## config.mk

```make
export PLATFORM = sky130hd
export DESIGN_NAME = crc32c_cobs_frame_encoder
export DESIGN_NICKNAME = d
export VERILOG_FILES = /design/src/hw/rtl/ccfe_pkg.sv /design/src/hw/rtl/crc32c_cobs_frame_encoder.sv /design/src/hw/rtl/ccfe_front.sv /design/src/hw/rtl/ccfe_queue.sv /design/src/hw/rtl/ccfe_back.sv
export VERILOG_INCLUDE_DIRS = /design/src /design/src/hw/rtl
export SDC_FILE = /design/constraint.sdc
export NUM_CORES = 1
export LEC_CHECK = 0
export ABC_AREA = 0
export BUFFER_PORTS_ARGS = -buffer_cell sky130_fd_sc_hd__clkbuf_2
export CORE_ASPECT_RATIO = 1.5
export CORE_MARGIN = 3
export CORE_UTILIZATION = 45
export DETAILED_ROUTE_END_ITERATION = 10
export PLACE_DENSITY = 0.71
export SKIP_CTS_REPAIR_TIMING = 1
export SYNTH_ARGS = -nofsm -noshare
export SYNTH_HDL_FRONTEND = slang
export SYNTH_SLANG_ARGS = --single-unit
```

## constraint.sdc

```tcl
create_clock -name clk -period 9.8 [get_ports clk]
set_input_delay 1.96 -clock clk [delete_from_list [all_inputs] [get_ports clk]]
set_output_delay 1.96 -clock clk [all_outputs]
set_load 0.05 [all_outputs]
```

## src/hw/rtl/crc32c_cobs_frame_encoder_macros.svh

```systemverilog
// Assertion macros shared by the frame encoder.
`ifndef CRC32C_COBS_FRAME_ENCODER_MACROS_SVH
`define CRC32C_COBS_FRAME_ENCODER_MACROS_SVH

// Consequent checked in the same cycle as the antecedent.
`define CCFE_ASSERT_SAME(name, clk, rst, ante, cons, msg) \
  name: assert property (@(posedge clk) disable iff (rst) (ante) |-> (cons)) else $error(msg);

// Consequent checked in the cycle after the antecedent.
`define CCFE_ASSERT_NEXT(name, clk, rst, ante, cons, msg) \
  name: assert property (@(posedge clk) disable iff (rst) (ante) |=> (cons)) else $error(msg);

`endif

```

## src/hw/rtl/ccfe_pkg.sv

```systemverilog
`default_nettype none
package ccfe_pkg;

  localparam int FRAME_MEMORY_BYTES = 4096;
  localparam int QUEUE_DEPTH = 4;
  localparam int QUEUE_PTR_W = $clog2(QUEUE_DEPTH);

  localparam logic [31:0] CRC_INIT = 32'hFFFF_FFFF;
  localparam logic [31:0] CRC_POLY = 32'h82F6_3B78;
  localparam logic [7:0] CODE_FULL = 8'hFF;

  localparam logic [1:0] CFG_FRAME_CAPACITY = 2'd0;
  localparam logic [1:0] CFG_MIN_MESSAGE_LEN = 2'd1;
  localparam logic [1:0] CFG_MAX_MESSAGE_LEN = 2'd2;

  localparam logic [12:0] RST_FRAME_CAPACITY = 13'd4096;
  localparam logic [12:0] RST_MIN_MESSAGE_LEN = 13'd8;
  localparam logic [12:0] RST_MAX_MESSAGE_LEN = 13'd1024;

  localparam int ERR_OVF = 0;
  localparam int ERR_LEN = 1;

  localparam logic [1:0] STATUS_OK = 2'd0;
  localparam logic [1:0] STATUS_OVERFLOW = 2'd1;
  localparam logic [1:0] STATUS_BAD_LENGTH = 2'd2;

  typedef struct packed {
    logic [7:0] data_byte;
    logic       is_last_byte;
  } in_t;

  typedef struct packed {
    logic        write_enable;
    logic [11:0] write_address;
    logic [7:0]  write_data;
    logic        frame_done;
    logic [1:0]  frame_status;
    logic [12:0] frame_length;
  } out_t;

  // One octet for the encoder, with the sticky length error and a flag that
  // closes the frame after this octet.
  typedef struct packed {
    logic [7:0] octet;
    logic       len_err;
    logic       fin;
  } op_t;

  function automatic logic [31:0] crc_byte(input logic [31:0] crc, input logic [7:0] octet);
    logic [31:0] c;
    c = crc ^ {24'd0, octet};
    for (int b = 0; b < 8; b++) begin
      c = (c >> 1) ^ (CRC_POLY & {32{c[0]}});
    end
    return c;
  endfunction

endpackage
`default_nettype wire

```

## src/hw/rtl/crc32c_cobs_frame_encoder.sv

```systemverilog
`default_nettype none
// COBS frame encoder with a CRC-32C trailer. Message bytes enter one word at a time; each
// result word is one write to an external frame memory, with code bytes written back to
// their reserved slots, and the final word of a frame carries frame_done, the status and the
// encoded length (zero on error, where a single status-only word closes the frame). The front
// end takes one input word per cycle, unless stalled, into a four-entry queue and updates the
// CRC as it goes; a last byte stalls the input while it queues the four CRC bytes. The back
// end retires one queued octet per cycle, writing at most one byte, unless the output stalls;
// an octet that fills a code block takes a PH_FULL step for its code byte, and a frame closes
// in PH_FIN, then PH_DELIM unless it failed; ordinary bytes sustain one word per cycle.
module crc32c_cobs_frame_encoder (
  input  wire logic        clk,
  input  wire logic        rst,
  input  wire logic        in_valid,
  output logic             in_stall,
  input  ccfe_pkg::in_t    in_data,
  output logic             out_valid,
  input  wire logic        out_stall,
  output ccfe_pkg::out_t   out_data,
  input  wire logic        cfg_valid,
  output logic             cfg_ready,
  input  wire logic [1:0]  cfg_index,
  input  wire logic [12:0] cfg_data
);
  import ccfe_pkg::*;

  logic [12:0] frame_capacity;
  logic [12:0] min_message_len;
  logic [12:0] max_message_len;
  logic [12:0] cap;

  logic q_full;
  logic q_push;
  op_t  q_op;
  logic q_pop;
  logic head_valid;
  op_t  head_op;

  assign cfg_ready = 1'b1;
  assign cap = (frame_capacity > 13'(FRAME_MEMORY_BYTES)) ? 13'(FRAME_MEMORY_BYTES)
                                                          : frame_capacity;

  always_ff @(posedge clk) begin
    if (rst) begin
      frame_capacity <= RST_FRAME_CAPACITY;
      min_message_len <= RST_MIN_MESSAGE_LEN;
      max_message_len <= RST_MAX_MESSAGE_LEN;
    end else if (cfg_valid && cfg_ready) begin
      case (cfg_index)
        CFG_FRAME_CAPACITY: frame_capacity <= cfg_data;
        CFG_MIN_MESSAGE_LEN: min_message_len <= cfg_data;
        CFG_MAX_MESSAGE_LEN: max_message_len <= cfg_data;
        default: begin
        end
      endcase
    end
  end

  ccfe_front u_front (
    .clk             (clk),
    .rst             (rst),
    .in_valid        (in_valid),
    .in_stall        (in_stall),
    .in_data         (in_data),
    .min_message_len (min_message_len),
    .max_message_len (max_message_len),
    .q_full          (q_full),
    .q_push          (q_push),
    .q_op            (q_op)
  );

  ccfe_queue u_queue (
    .clk        (clk),
    .rst        (rst),
    .push       (q_push),
    .push_op    (q_op),
    .full       (q_full),
    .pop        (q_pop),
    .head_valid (head_valid),
    .head_op    (head_op)
  );

  ccfe_back u_back (
    .clk        (clk),
    .rst        (rst),
    .cap        (cap),
    .head_valid (head_valid),
    .head_op    (head_op),
    .pop        (q_pop),
    .out_valid  (out_valid),
    .out_stall  (out_stall),
    .out_data   (out_data)
  );

`include "crc32c_cobs_frame_encoder_macros.svh"

  `CCFE_ASSERT_SAME(a_write_below_cap, clk, rst, out_valid && out_data.write_enable, {1'b0, out_data.write_address} < cap, "frame write at or beyond capacity")
  `CCFE_ASSERT_SAME(a_error_word_empty, clk, rst, out_valid && out_data.frame_done && out_data.frame_status != STATUS_OK, !out_data.write_enable && out_data.frame_length == 13'd0, "failed frame carries a write or a length")
  `CCFE_ASSERT_NEXT(a_last_holds_input, clk, rst, in_valid && !in_stall && in_data.is_last_byte, in_stall, "input taken while trailer bytes are queued")

endmodule
`default_nettype wire

```

## src/hw/rtl/ccfe_front.sv

```systemverilog
`default_nettype none
module ccfe_front (
  input  wire logic         clk,
  input  wire logic         rst,
  input  wire logic         in_valid,
  output logic              in_stall,
  input  ccfe_pkg::in_t     in_data,
  input  wire logic [12:0]  min_message_len,
  input  wire logic [12:0]  max_message_len,
  input  wire logic         q_full,
  output logic              q_push,
  output ccfe_pkg::op_t     q_op
);
  import ccfe_pkg::*;

  logic [12:0] msg_cnt;
  logic [31:0] crc;
  logic        len_err;
  logic        crc_busy;
  logic [1:0]  crc_k;
  logic [31:0] crc_fin;

  logic        accept;
  logic [12:0] msg_cnt_next;
  logic [31:0] crc_next;
  logic        len_err_next;

  assign in_stall = crc_busy | q_full;
  assign accept = in_valid & ~in_stall;

  always_comb begin
    msg_cnt_next = (msg_cnt == 13'h1FFF) ? msg_cnt : 13'(msg_cnt + 13'd1);
    crc_next = crc_byte(crc, in_data.data_byte);
    len_err_next = len_err | (msg_cnt_next > max_message_len) |
                   (in_data.is_last_byte & (msg_cnt_next < min_message_len));
  end

  always_comb begin
    q_push = 1'b0;
    q_op = '0;
    if (accept) begin
      q_push = 1'b1;
      q_op.octet = in_data.data_byte;
      q_op.len_err = len_err_next;
    end else if (crc_busy && !q_full) begin
      q_push = 1'b1;
      q_op.octet = crc_fin[7:0];
      q_op.fin = (crc_k == 2'd3);
    end
  end

  always_ff @(posedge clk) begin
    if (rst) begin
      msg_cnt <= '0;
      crc <= CRC_INIT;
      len_err <= 1'b0;
      crc_busy <= 1'b0;
      crc_k <= '0;
    end else if (accept) begin
      if (in_data.is_last_byte) begin
        msg_cnt <= '0;
        crc <= CRC_INIT;
        len_err <= 1'b0;
        crc_busy <= 1'b1;
        crc_k <= '0;
        crc_fin <= ~crc_next;
      end else begin
        msg_cnt <= msg_cnt_next;
        crc <= crc_next;
        len_err <= len_err_next;
      end
    end else if (crc_busy && !q_full) begin
      crc_fin <= crc_fin >> 8;
      crc_k <= 2'(crc_k + 2'd1);
      if (crc_k == 2'd3) begin
        crc_busy <= 1'b0;
      end
    end
  end

endmodule
`default_nettype wire

```

## src/hw/rtl/ccfe_queue.sv

```systemverilog
`default_nettype none
module ccfe_queue (
  input  wire logic      clk,
  input  wire logic      rst,
  input  wire logic      push,
  input  ccfe_pkg::op_t  push_op,
  output logic           full,
  input  wire logic      pop,
  output logic           head_valid,
  output ccfe_pkg::op_t  head_op
);
  import ccfe_pkg::*;

  op_t                  slots [QUEUE_DEPTH];
  logic [QUEUE_PTR_W-1:0] wr_ptr;
  logic [QUEUE_PTR_W-1:0] rd_ptr;
  logic [QUEUE_PTR_W:0]   count;

  assign full = (count == (QUEUE_PTR_W + 1)'(QUEUE_DEPTH));
  assign head_valid = (count != '0);
  assign head_op = slots[rd_ptr];

  always_ff @(posedge clk) begin
    if (push) begin
      slots[wr_ptr] <= push_op;
    end
  end

  always_ff @(posedge clk) begin
    if (rst) begin
      wr_ptr <= '0;
      rd_ptr <= '0;
      count <= '0;
    end else begin
      if (push) begin
        wr_ptr <= QUEUE_PTR_W'(wr_ptr + 1'b1);
      end
      if (pop) begin
        rd_ptr <= QUEUE_PTR_W'(rd_ptr + 1'b1);
      end
      if (push && !pop) begin
        count <= (QUEUE_PTR_W + 1)'(count + 1'b1);
      end else if (pop && !push) begin
        count <= (QUEUE_PTR_W + 1)'(count - 1'b1);
      end
    end
  end

endmodule
`default_nettype wire

```

## src/hw/rtl/ccfe_back.sv

```systemverilog
`default_nettype none
module ccfe_back (
  input  wire logic         clk,
  input  wire logic         rst,
  input  wire logic [12:0]  cap,
  input  wire logic         head_valid,
  input  ccfe_pkg::op_t     head_op,
  output logic              pop,
  output logic              out_valid,
  input  wire logic         out_stall,
  output ccfe_pkg::out_t    out_data
);
  import ccfe_pkg::*;

  localparam logic [1:0] PH_ENC = 2'd0;
  localparam logic [1:0] PH_FULL = 2'd1;
  localparam logic [1:0] PH_FIN = 2'd2;
  localparam logic [1:0] PH_DELIM = 2'd3;

  logic [1:0]  phase;
  logic [12:0] wp;
  logic [11:0] code_addr;
  logic [7:0]  code_cnt;
  logic [1:0]  err;

  logic [1:0]  phase_next;
  logic [12:0] wp_next;
  logic [11:0] code_addr_next;
  logic [7:0]  code_cnt_next;
  logic [1:0]  err_next;
  logic        emit;
  out_t        res;
  logic        step;
  logic        retire;
  logic [1:0]  err_a;
  logic [1:0]  err_f;
  logic        at_cap;
  logic [7:0]  cnt_inc;

  function automatic out_t mk_write(input logic [11:0] addr, input logic [7:0] data);
    out_t r;
    r = '0;
    r.write_enable = 1'b1;
    r.write_address = addr;
    r.write_data = data;
    return r;
  endfunction

  assign step = head_valid & (~out_valid | ~out_stall);
  assign at_cap = (wp >= cap);
  assign cnt_inc = 8'(code_cnt + 8'd1);
  assign err_a = err | {head_op.len_err, 1'b0};

  always_comb begin
    phase_next = phase;
    wp_next = wp;
    code_addr_next = code_addr;
    code_cnt_next = code_cnt;
    err_next = err;
    emit = 1'b0;
    res = '0;
    retire = 1'b0;
    err_f = err;
    case (phase)
      PH_ENC: begin
        err_next = err_a;
        retire = 1'b1;
        if (err_a != '0) begin
        end else if (at_cap) begin
          err_next[ERR_OVF] = 1'b1;
        end else if (head_op.octet == 8'd0) begin
          emit = 1'b1;
          res = mk_write(code_addr, code_cnt);
          code_addr_next = wp[11:0];
          wp_next = 13'(wp + 13'd1);
          code_cnt_next = 8'd1;
        end else begin
          emit = 1'b1;
          res = mk_write(wp[11:0], head_op.octet);
          wp_next = 13'(wp + 13'd1);
          code_cnt_next = cnt_inc;
          if (cnt_inc == CODE_FULL) begin
            retire = 1'b0;
            phase_next = PH_FULL;
          end
        end
      end
      PH_FULL: begin
        retire = 1'b1;
        phase_next = PH_ENC;
        if (at_cap) begin
          err_next[ERR_OVF] = 1'b1;
        end else begin
          emit = 1'b1;
          res = mk_write(code_addr, CODE_FULL);
          code_addr_next = wp[11:0];
          wp_next = 13'(wp + 13'd1);
          code_cnt_next = 8'd1;
        end
      end
      PH_FIN: begin
        if (err == '0 && at_cap) begin
          err_f[ERR_OVF] = 1'b1;
        end
        if (err_f != '0) begin
          emit = 1'b1;
          res = '0;
          res.frame_done = 1'b1;
          res.frame_status = err_f[ERR_LEN] ? STATUS_BAD_LENGTH : STATUS_OVERFLOW;
          phase_next = PH_ENC;
        end else begin
          emit = 1'b1;
          res = mk_write(code_addr, code_cnt);
          phase_next = PH_DELIM;
        end
      end
      PH_DELIM: begin
        emit = 1'b1;
        res = mk_write(wp[11:0], 8'd0);
        res.frame_done = 1'b1;
        res.frame_status = STATUS_OK;
        res.frame_length = 13'(wp + 13'd1);
        phase_next = PH_ENC;
      end
      default: begin
        phase_next = PH_ENC;
      end
    endcase
    if (retire && head_op.fin) begin
      retire = 1'b0;
      phase_next = PH_FIN;
    end
    if (phase == PH_DELIM || (phase == PH_FIN && err_f != '0)) begin
      retire = 1'b1;
      wp_next = 13'd1;
      code_addr_next = '0;
      code_cnt_next = 8'd1;
      err_next = '0;
    end
  end

  assign pop = step & retire;

  always_ff @(posedge clk) begin
    if (rst) begin
      phase <= PH_ENC;
      wp <= 13'd1;
      code_addr <= '0;
      code_cnt <= 8'd1;
      err <= '0;
      out_valid <= 1'b0;
    end else begin
      if (step) begin
        phase <= phase_next;
        wp <= wp_next;
        code_addr <= code_addr_next;
        code_cnt <= code_cnt_next;
        err <= err_next;
      end
      if (step && emit) begin
        out_valid <= 1'b1;
      end else if (!out_stall) begin
        out_valid <= 1'b0;
      end
    end
  end

  always_ff @(posedge clk) begin
    if (step && emit) begin
      out_data <= res;
    end
  end

endmodule
`default_nettype wire

```

==> metrics.txt <==
status=completed; layout cells sized above 1=0.1243; CP max stage cell=dfxtp_1; Worst setup SP type=flip-flop; dominant synthesized flop cell=dfxtp_1; WP buf/inv=1; Syn Area/Cell=around 10 sq um; R2R Setup Slk=5.65 ns; CTS root buf=clkbuf_16; Post-synth top cells=nand2_1, dfxtp_1, edfxtp_1; gpl congestion=0.9400; DP Area=12530 sq um; Final Setup Violations=0; Clock transition at path regs=0.07 ns; clk sinks=244; CP Cell Sequence=mux4_2 -> nand2b_1 -> a2111oi_1 -> nand2_1 -> o21ai_0 -> a21o_1 -> ha_1 -> inv_1 -> fa_1 -> xor2_1 -> or3_1 -> a21oi_1; Ys Warns=0; Slew HR=0.3301; largest net degree at the start of global routing=75; die width=139.2 microns; post-route cell area=approximately 13000 sq um; Synth area leaders=edfxtp_1, dfxtp_1, nand2_1; DRT Wirelength=26.42 mm; Net Sw Frac=0.4052; LEAKAGE=slightly below 5 nW; top-area cell type share of the netlist area=0.2734; area of the mapped netlist=~12000 sq um; RSZ-0062 raised after global routing=false; Reg power frac=0.346; fin crit share=0.4231; syn_nets=1274; CTS buffer count=23; setup TNS=0 ns; per-cell routed wire length=16.72 microns; ant diodes=0; crit path max fanout=10; Tot Pwr=about 4.3 mW; final hold vios=0; max frequency=241.2 MHz; Die H=~210 microns; routed via count=8757; CORE AREA=26040 sq um; CP max stage delay=between 0.7 and 0.8 ns; H-tree Lvls=1; Max clock buf depth=3; #FFs+latches synth=around 240; leading area contributor after synthesis=edfxtp_1; I/O Buffers=67; drt drc=0; first-pass GRT wire length=between 40 and 50 mm; num rows=72; # nets final=1308; most frequent cell after synthesis=nand2_1; number of synthesized flops with an enable pin=between 100 and 150; initial drt markers=about 670; Tightest Hold Check Type=reg2reg; die area=around 29000 sq um; Clock Power Share=0.212; worst slew pin tran=1.003 ns; Crit path max-delay family=compound AO/OA/AOI/OAI gates; Switching Power=1.725 mW; ys async rst share=0; initial antenna violation count=0; GRT Total Usage=0.1818; Post-DP HPWL=18.46 mm; Yosys cell types=63; initial core utilization=0.4598; power per cell area=320.1 nW/um^2; Period minus WS final=just over 4 ns; Syn-to-layout area delta=11.13%; CTS tree=built; combinational power share=0.442; critical path class=reg2reg; I/O Pins=69; Worst EP required=slightly above 10 ns; grt ovf=0; worst-skew pair later-pin latency=0.52 ns; internal power=2.532 mW; Max-Cap Viols=0; post-route antenna net violation count=0; Final Max Tran Viols=0; CP Data Arrival Time=4.59 ns; crit path capture type=flip-flop; Post-Syn Instances=1196; Peak VDD IR=0.0002036 V; first-pass iteration count of the detailed router=7; Worst Skew=around 0.0084 ns; number of global-route vias before repair=8608; sequential share of the synthesized area=0.4992; via/cell ratio=around 5.5
worst min-delay path, stage by stage, from the launching register on:
cell     delay (ns)
dfxtp_1        0.31
nand2_1        0.05
a21oi_1        0.05
cell families after synthesis:
kind of cell,Yosys count,share of synthesized area
other,1,0.0003133
adders and majority gates,49,0.05185
xor gates and xnor gates,105,0.09031
and+or+nand+nor,398,0.1482
DFF,244,0.4992
AOI/OAI and AO/OA,252,0.1357
buffers and inverters,119,0.04014
muxes,28,0.03428
cell type report:
type                    count  area, sq um
fillers                  2307        12730
multi-input cells         833         5525
clock buffers              31        678.2
inverters                  48        180.2
well taps                 333        416.7
clock inverters            11        93.84
flip-flops and latches    244         5976
repair buffers             80        432.9
metrics by stage:
stage,std cells,setup slack (ns),hold slack (ns),utilization
after floorplan,1196,5.276,0.4318,-
final,1580,5.654,0.4555,0.5110
after global placement,1538,5.488,0.4418,0.4813
after detailed placement,1538,5.395,0.4467,0.4813
after global routing,1580,5.266,0.4698,0.5110
after CTS,1580,5.621,0.4558,0.5110
layer usage:
metal	global-route usage	vias to the layer above	part of all wire	wire length (microns)
met4	0.07867	0	0.040	1045
li1	-	4287	-	-
met2	0.3457	220	0.53	14130
met1	0.2037	4180	0.39	10270
met5	0	-	0	0
met3	0.02093	70	0.037	970
state kept, by name, indices dropped and copies added (netlist names), 12 cells and up, named ones only:
register          count
u_queue.slots        40
u_back.out_data      37
u_front.crc          32
u_front.crc_fin      32
frame_capacity       13
max_message_len      13
min_message_len      13
u_back.wp            13
u_front.msg_cnt      13
u_back.code_addr     12
worst paths after layout:
kind,from,endpoint,depth (start not counted)
setup / recovery,flip-flop,u_queue.count[2]$_SDFFE_PP0P_,12
hold / removal,frame_capacity[1]$_SDFFE_PP0P_,frame_capacity[1]$_SDFFE_PP0P_,2
setup reg to reg,flip-flop,u_queue.count[2]$_SDFFE_PP0P_,12
hold reg to reg,frame_capacity[1]$_SDFFE_PP0P_,frame_capacity[1]$_SDFFE_PP0P_,2
power groups by stage:
stage          sequential (mW)  clock [mW]  combinational (mW)
2_1_floorplan             1.72           0                1.25
5_1_grt                   1.50       0.962                2.04
6_report                  1.47       0.905                1.88
3_5_place_dp              1.50           0                1.88
3_3_place_gp              1.49           0                1.84
4_1_cts                   1.47       0.921                1.89
placed cells by master (no fill, tap or decap), types with 4 or more instances in the layout:
| master | count |
|---|---|
| nor3_1 | 11 |
| a22o_1 | 26 |
| edfxtp_1 | 109 |
| xor2_1 | 33 |
| nand4_1 | 11 |
| nand2_1 | 200 |
| nor4_1 | 7 |
| or3_1 | 7 |
| clkbuf_16 | 25 |
| a22oi_1 | 23 |
| clkbuf_2 | 66 |
| and3_1 | 5 |
| xor2_4 | 5 |
| clkinv_2 | 5 |
| mux2i_1 | 14 |
| nor2b_1 | 12 |
| o31ai_1 | 6 |
| o32a_1 | 9 |
| mux4_2 | 10 |
| ha_1 | 48 |
| nor2_1 | 72 |
| and2_1 | 4 |
| inv_1 | 47 |
| o21ai_0 | 48 |
| o22ai_1 | 19 |
| a21oi_1 | 74 |
| mux2_2 | 4 |
| a21o_1 | 12 |
| nand2b_1 | 4 |
| nand3_1 | 41 |
| xnor2_1 | 61 |
| a31oi_1 | 6 |
| o211ai_1 | 5 |
| nand3b_1 | 6 |
| buf_4 | 13 |
| dfxtp_1 | 135 |
| or2_2 | 7 |
(Power assumes the default switching activity.)
